`config.mk`:
```
export PLATFORM = sky130hd
export DESIGN_NAME = udiv_step
export DESIGN_NICKNAME = d
export VERILOG_FILES = /design/src/rtl/udiv_pkg.sv /design/src/rtl/udiv_step.sv
export SDC_FILE = /design/constraint.sdc
export NUM_CORES = 1
export LEC_CHECK = 0
export ABC_AREA = 1
export BUFFER_PORTS_ARGS = -buffer_cell sky130_fd_sc_hd__buf_2
export CAP_MARGIN = 10
export CORE_AREA = 2 2 151 153
export DETAILED_ROUTE_END_ITERATION = 16
export DIE_AREA = 0 0 153 155
export PLACE_DENSITY = 0.7
export SLEW_MARGIN = 20
export SYNTH_ARGS = -nofsm -noshare
export SYNTH_HDL_FRONTEND = slang
export SYNTH_SLANG_ARGS = --single-unit
```
`constraint.sdc`:
```
create_clock -name vclk -period 5.2
set_input_delay 0.26 -clock vclk [all_inputs]
set_output_delay 0.26 -clock vclk [all_outputs]
set_load 0.02 [all_outputs]
```
`src/rtl/udiv_pkg.sv`:
```
`timescale 1ns / 1ps

package udiv_pkg;

  // Operand width used for the division. Port fields stay at PortW bits.
  localparam int WIDTH = 64;
  localparam int PortW = 64;

  typedef struct packed {
    logic [PortW-1:0] dividend;
    logic [PortW-1:0] divisor;
  } div_in_t;

  typedef struct packed {
    logic [PortW-1:0] quotient;
    logic [PortW-1:0] remainder;
    logic             zero_divisor;
  } div_out_t;

  // Per-stage working set. The nq word holds the dividend bits that are
  // still waiting at its top and the quotient bits already formed at its
  // bottom.
  typedef struct packed {
    logic [WIDTH-1:0] part;
    logic [WIDTH-1:0] nq;
    logic [WIDTH-1:0] den;
    logic             zero;
  } stage_t;

endpackage

```
`src/rtl/udiv_step.sv`:
```
`timescale 1ns / 1ps

module udiv_step (
  input  udiv_pkg::stage_t cur_i,
  output udiv_pkg::stage_t nxt_o
);
  import udiv_pkg::*;

  logic             carry;
  logic [WIDTH-1:0] shifted;
  logic [WIDTH+1:0] diff;
  logic             take;

  // One restoring step: shift in the next dividend bit and subtract the
  // divisor when the widened partial remainder is not below it.
  always_comb begin
    carry   = cur_i.part[WIDTH-1];
    shifted = {cur_i.part[WIDTH-2:0], cur_i.nq[WIDTH-1]};
    diff    = {1'b0, carry, shifted} - {2'b00, cur_i.den};
    take    = ~diff[WIDTH+1] & ~cur_i.zero;

    nxt_o.part = take ? diff[WIDTH-1:0] : shifted;
    nxt_o.nq   = {cur_i.nq[WIDTH-2:0], take};
    nxt_o.den  = cur_i.den;
    nxt_o.zero = cur_i.zero;
  end

endmodule

```
==> impl_summary.txt, run 1 <==
----------------------------------------------------
[Global routing]
  Initial antenna violation count ... 1
  First-pass GRT wire length ... 46.7 mm
  Number of global-route vias before repair ... 8740
  Total global-route track usage ... 0.247
  Total gr overflow ... 0
  Pin count of the biggest net entering global routing ... 65

[Synthesis]
  Cell area after synthesis ... 8230 um^2
  Part of the Yosys area used for sequential elements ... 0
  Dominant cell type by area after synthesis ... sky130_fd_sc_hd__nand2_1
  Number of distinct library cells after synthesis ... 32
  Synth Warn # ... 0
  Cells taking the most area after synthesis ... sky130_fd_sc_hd__nand2_1 34%, sky130_fd_sc_hd__inv_1 18%, sky130_fd_sc_hd__buf_4 12%
  Cell count after synthesis ... 1707
  Mean instance size in the synthesized netlist ... 4.82 um^2
  Fraction of synthesized cell area taken by the top area cell type ... 0.342
  Syn Nets ... 1965

[Die]
  Area of the core ... 22200 um^2
  # IOs ... 386
  Area enclosed by the die boundary ... 23700 um^2
  Starting utilization of the core area ... 0.370
  Die height ... 155 um
  Die Width ... 153 um
  Standard-cell rows ... 55

[Critical path]
  Total number of cells along the worst setup path ... 19
  Slowest-stage cell, CP ... sky130_fd_sc_hd__nand2_4
  Ordered list of cells on the worst path ... buf_2 > inv_1 > ha_1 > nand2_2 > inv_1 > nand2_1 > nand2_1 > inv_2 > nand3_2 > nand2_2 > nand2_4 > nand2_4 > nand2_4 > nand2_4 > nand2_8 > nand2_4 > nand2_1 > nand2_1 > buf_2
  Top Family by Delay on Critical Path ... simple AND/OR/NAND/NOR gates
  Launching element type of the critical path ... input pin
  Most repeated library cell on the critical path ... sky130_fd_sc_hd__nand2_4
  Required time worst endpoint ... 4.94 ns
  Buf+Inv Stages, Crit Path ... 5
  Endpoint class of the critical path ... output pin
  Signal arrival time at the worst endpoint ... 3.15 ns
  Critical Path Max Stage Delay ... 0.61 ns
  Crit path kind ... input pin to output pin
  Crit-path max FO ... 64

[Layout]
  Layout sequential cell count ... 0
  Non-filler cells in the finished layout ... 2108
  Share of final-layout standard cells stronger than drive strength 1 ... 0.171
  Multi-input combinational cell area ... 5620 um^2
  Fill count ... 2640
  # nets final ... 2082
  Area grow syn2layout ... 6.81%
  Clock buffers ... 0
  Total area of sequential cells ... 0 um^2

[CTS]
  Number of gates resized after CTS ... 0
  Number of setup buffers added after CTS ... 0
  Hold buffer count at cts ... 0

[Timing]
  Number of hold violations in the final report ... 0
  Number of setup violations in the final report ... 0
  Crit share post-route ... 0.657
  Total negative slack ... 0 ns
  Maximum clock rate ... 0.293 GHz
  Count of pins over their slew limit ... 0
  Period minus WS final ... 3.41 ns
  Worst slew margin ... 0.553
  Worst Max-Slew Pin Slew ... 0.670 ns
  RSZ-0062 raised after global routing ... false

[Min path]
  Worst Hold Launch ... cur_i[99]
  Sink of the worst hold path ... nxt_o[100]
  Class of the tightest hold or removal check ... input pin to output pin
  Number of stages on the worst hold path ... 0

[Power]
  Max rail drop VDD ... 0.0533 mV
  Ratio of total power to cell area ... 126 nW/um^2
  Leak pwr ... 6.34 nW

[Place]
  DPL Wire Length ... 27.3 mm
  Port buffer count ... 260
  Total instance count after detailed placement ... 2107
  Final Wtd Congestion ... 0.962

[Drt]
  Count of unresolved DRC violations after routing ... 0
  Mean number of vias per cell ... 4.54
  Number of antenna-violating nets in the routed design ... 0
  Initial DRT Pass Iterations ... 5
  Routed wire length ... 30.5 mm
  Number of DRC markers in iteration 0 ... 595
  Mean routed wirelength per cell ... 14.5 um
  Routed via count ... 9574

[Run]
  Max-capacitance violation count ... 0

[Run status]
  Outcome ... finished clean

----------------------------------------------------
==> routing by layer <==
layer  wire, um  global-route usage  up-vias
li1           -                   -     5118
met1      14500               0.343     4086
met2      13500               0.420      325
met3       1680              0.0142       45
met4        796              0.0564        0
met5          0                   0        -
==> how the worst max path moves through the flow <==
| stage | start | end | slack [ns] |
|---|---|---|---|
| after global routing | cur_i[9] | nxt_o[187] | 1.52 |
| after floorplan | cur_i[128] | nxt_o[189] | 2.95 |
| after CTS | cur_i[8] | nxt_o[174] | 1.79 |
| after global placement | cur_i[8] | nxt_o[174] | 1.85 |
| after detailed placement | cur_i[8] | nxt_o[174] | 1.79 |
| final | cur_i[8] | nxt_o[174] | 1.79 |
==> kinds of logic after synthesis <==
logic type | share of synthesized area
xor gates and xnor gates | 0.0330
adders and majority gates | 0.0997
and+or+nand+nor | 0.506
AOI/OAI and AO/OA | 0.0438
buffers and inverters | 0.317
==> power breakdown <==
| group | internal (mW) | total (mW) | switching, mW |
|---|---|---|---|
| sequential | 0 | 0 | 0 |
| clock | 0.0000000257 | 0.0000000257 | 0 |
| combinational | 0.355 | 1.11 | 0.750 |
==> area by class of cell <==
cell class | count | share of cell area
tap | 285 | 0.0406
multi-input combinational | 1160 | 0.639
timing repair buffer | 261 | 0.149
antenna | 1 | 0.000285
inverter | 401 | 0.171
==> placed cells by master (no fill, tap or decap), types with 5 or more instances in the layout <==
cell                       netlist  routed
sky130_fd_sc_hd__nand4_1        10      10
sky130_fd_sc_hd__nand3_1        83      83
sky130_fd_sc_hd__nand3b_1       10      10
sky130_fd_sc_hd__buf_2           7     260
sky130_fd_sc_hd__nor2_2          6       6
sky130_fd_sc_hd__ha_1           64      64
sky130_fd_sc_hd__nor2_1         91      91
sky130_fd_sc_hd__nand2_2         5       5
sky130_fd_sc_hd__xor2_1         30      30
sky130_fd_sc_hd__nor3_1         12      12
sky130_fd_sc_hd__a21oi_1        44      44
sky130_fd_sc_hd__inv_2           7       8
sky130_fd_sc_hd__nand3_2        21      21
sky130_fd_sc_hd__nand2_1       749     749
sky130_fd_sc_hd__nand2_4         5       5
sky130_fd_sc_hd__o21ai_0        15      15
sky130_fd_sc_hd__inv_1         394     393
==> metrics by stage <==
stage | hold WS [ns] | util | instance area [um^2] | total power [mW] | worst slack [ns]
2_1_floorplan | 0.633 | - | 8230 | 0.855 | 2.95
4_1_cts | 0.520 | 0.395 | 8790 | 1.11 | 1.79
5_1_grt | 0.520 | 0.395 | 8790 | 1.23 | 1.52
3_5_place_dp | 0.520 | 0.395 | 8790 | 1.10 | 1.79
3_3_place_gp | 0.520 | 0.395 | 8790 | 1.10 | 1.85
6_report | 0.520 | 0.396 | 8790 | 1.11 | 1.79
==> Yosys cell counts <==
| library cell | number |
|---|---|
| sky130_fd_sc_hd__buf_4 | 133 |
| sky130_fd_sc_hd__fa_1 | 1 |
| sky130_fd_sc_hd__a21oi_1 | 44 |
| sky130_fd_sc_hd__xnor2_1 | 1 |
| sky130_fd_sc_hd__inv_2 | 7 |
| sky130_fd_sc_hd__buf_6 | 1 |
| sky130_fd_sc_hd__o21bai_1 | 2 |
| sky130_fd_sc_hd__nand4_1 | 10 |
| sky130_fd_sc_hd__nor3_1 | 12 |
| sky130_fd_sc_hd__nor2_4 | 2 |
| sky130_fd_sc_hd__buf_12 | 2 |
| sky130_fd_sc_hd__nand2_2 | 5 |
| sky130_fd_sc_hd__a21oi_4 | 2 |
| sky130_fd_sc_hd__nand3_1 | 83 |
| sky130_fd_sc_hd__o21a_1 | 1 |
| sky130_fd_sc_hd__nand2_1 | 749 |
| sky130_fd_sc_hd__nand2_4 | 5 |
| sky130_fd_sc_hd__o21ai_0 | 15 |
| sky130_fd_sc_hd__inv_1 | 394 |
| sky130_fd_sc_hd__clkbuf_1 | 2 |
| sky130_fd_sc_hd__o21ai_1 | 2 |
| sky130_fd_sc_hd__xor2_1 | 30 |
| sky130_fd_sc_hd__and2_1 | 2 |
| sky130_fd_sc_hd__nor2_1 | 91 |
| sky130_fd_sc_hd__nand2_8 | 1 |
| sky130_fd_sc_hd__nor2_2 | 6 |
| sky130_fd_sc_hd__buf_2 | 7 |
| sky130_fd_sc_hd__nand3b_1 | 10 |
| sky130_fd_sc_hd__nor3_2 | 1 |
| sky130_fd_sc_hd__buf_8 | 1 |
| sky130_fd_sc_hd__ha_1 | 64 |
| sky130_fd_sc_hd__nand3_2 | 21 |
No activity file was read; power rests on OpenSTA's default activity.
==> run 2: changes to the inputs <==
Clock period 5.2 ns to 3.45 ns, I/O delays scaled along.
==> run 2 against run 1 <==
- core utilization grew 0.12 points
- count of clock-buffer cells in the layout is the same
- critical path type unchanged
- hold slack worse by 0.18 ns
==> impl_summary.txt, run 2 (synthesized netlist as in run 1, its figures left out) <==
----------------------------------------------------
[Drt]
  Number of DRC markers in iteration 0 ... 622
  Routed wire length ... 30.2 mm
  Mean routed wirelength per cell ... 14.3 um
  Mean number of vias per cell ... 4.59
  Number of antenna-violating nets in the routed design ... 0
  Initial DRT Pass Iterations ... 7
  Count of unresolved DRC violations after routing ... 0
  Routed via count ... 9694

[Timing]
  Maximum clock rate ... 0.344 GHz
  Number of setup violations in the final report ... 0
  Number of hold violations in the final report ... 0
  Period minus WS final ... 2.91 ns
  Worst slew margin ... 0.596
  Count of pins over their slew limit ... 0
  Worst Max-Slew Pin Slew ... 0.606 ns
  Total negative slack ... 0 ns
  RSZ-0062 raised after global routing ... false
  Crit share post-route ... 0.843

[Layout]
  Fill count ... 2621
  Most used cells in the layout excluding fill and tap cells ... 749 x sky130_fd_sc_hd__nand2_1, 393 x sky130_fd_sc_hd__inv_1, 260 x sky130_fd_sc_hd__buf_2
  Clock buffers ... 0
  Share of final-layout standard cells stronger than drive strength 1 ... 0.172
  Total area of sequential cells ... 0 um^2
  Multi-input combinational cell area ... 5620 um^2
  # nets final ... 2084
  Area grow syn2layout ... 7.14%
  Most common cell after layout, fill and taps aside ... sky130_fd_sc_hd__nand2_1
  Layout sequential cell count ... 0
  Non-filler cells in the finished layout ... 2110

[Critical path]
  Crit-path max FO ... 43
  Crit path kind ... input pin to output pin
  Startpoint of the most critical setup path ... cur_i[8]
  Endpoint class of the critical path ... output pin
  Slowest-stage cell, CP ... sky130_fd_sc_hd__ha_1
  Ordered list of cells on the worst path ... buf_2 > inv_1 > ha_1 > nand2_2 > inv_1 > nand2_1 > nand2_1 > inv_2 > nand3_2 > nand2_2 > nand2_4 > nand2_4 > nand2_4 > nand2_4 > nand2_8 > nand2_4 > buf_12 > nand2_1 > nand2_1 > buf_2
  Buf+Inv Stages, Crit Path ... 6
  Top Family by Delay on Critical Path ... simple AND/OR/NAND/NOR gates
  Launching element type of the critical path ... input pin
  Most repeated library cell on the critical path ... sky130_fd_sc_hd__nand2_4
  Signal arrival time at the worst endpoint ... 2.74 ns
  Critical Path Max Stage Delay ... 0.35 ns
  Required time worst endpoint ... 3.28 ns

[Global routing]
  Total gr overflow ... 0
  Pin count of the biggest net entering global routing ... 44
  Number of global-route vias before repair ... 8782
  Initial antenna violation count ... 2
  Total global-route track usage ... 0.241
  First-pass GRT wire length ... 46.0 mm

[Place]
  DPL Wire Length ... 26.8 mm
  Port buffer count ... 260
  Final Wtd Congestion ... 0.975
  Total instance count after detailed placement ... 2109

[CTS]
  Number of gates resized after CTS ... 0
  Number of setup buffers added after CTS ... 0
  Hold buffer count at cts ... 0

[Power]
  Ratio of total power to cell area ... 190 nW/um^2
  Max rail drop VDD ... 0.0783 mV
  Power after layout ... 1.67 mW
  Leak pwr ... 6.35 nW

[Die]
  Die height ... 155 um
  Die Width ... 153 um
  Standard-cell rows ... 55
  Area enclosed by the die boundary ... 23700 um^2
  # IOs ... 386
  Area of the core ... 22200 um^2
  Starting utilization of the core area ... 0.370

[Min path]
  Worst Hold Launch ... cur_i[106]
  Class of the tightest hold or removal check ... input pin to output pin

[Run]
  Max-capacitance violation count ... 0

[Run status]
  Outcome ... finished clean

----------------------------------------------------
-- run 2: changes by cell type in the layout (fill, tap and decap cells not counted), sizes merged --
| cell | change |
|---|---|
| buf | +2 |
-- run 2: worst paths after layout --
kind | to | depth (start not counted)
worst max-delay path | nxt_o[192] | 20
worst min-delay path | nxt_o[107] | 0
-- run 2: metrics by stage --
step / hold WS, ns / area, um^2 / setup slack (ns) / util
after floorplan: 0.458 / 8230 / 1.38 / -
after global placement: 0.345 / 8820 / 0.591 / 0.397
after detailed placement: 0.345 / 8820 / 0.538 / 0.397
after CTS: 0.345 / 8820 / 0.533 / 0.397
after global routing: 0.345 / 8820 / 0.329 / 0.397
final: 0.345 / 8820 / 0.541 / 0.397
-- run 2: area by class of cell --
class                           count  area share
Tap cell                          285      0.0404
Multi-Input combinational cell   1160       0.637
Timing Repair Buffer              263       0.152
Antenna cell                        1    0.000284
Inverter                          401       0.171
-- run 2: power by group --
group | total, mW | internal (mW) | switching, mW | leakage, nW
clock network | 0.0000000387 | 0.0000000387 | 0 | 0.00000634
logic | 1.67 | 0.540 | 1.13 | 6.35
registers | 0 | 0 | 0 | 0
-- run 2: layer usage --
metal,up-vias,track usage,wire length [um]
met3,38,0.0123,2010
li1,5135,-,-
met5,-,0,11
met2,350,0.425,13800
met1,4169,0.332,13900
met4,2,0.0362,464
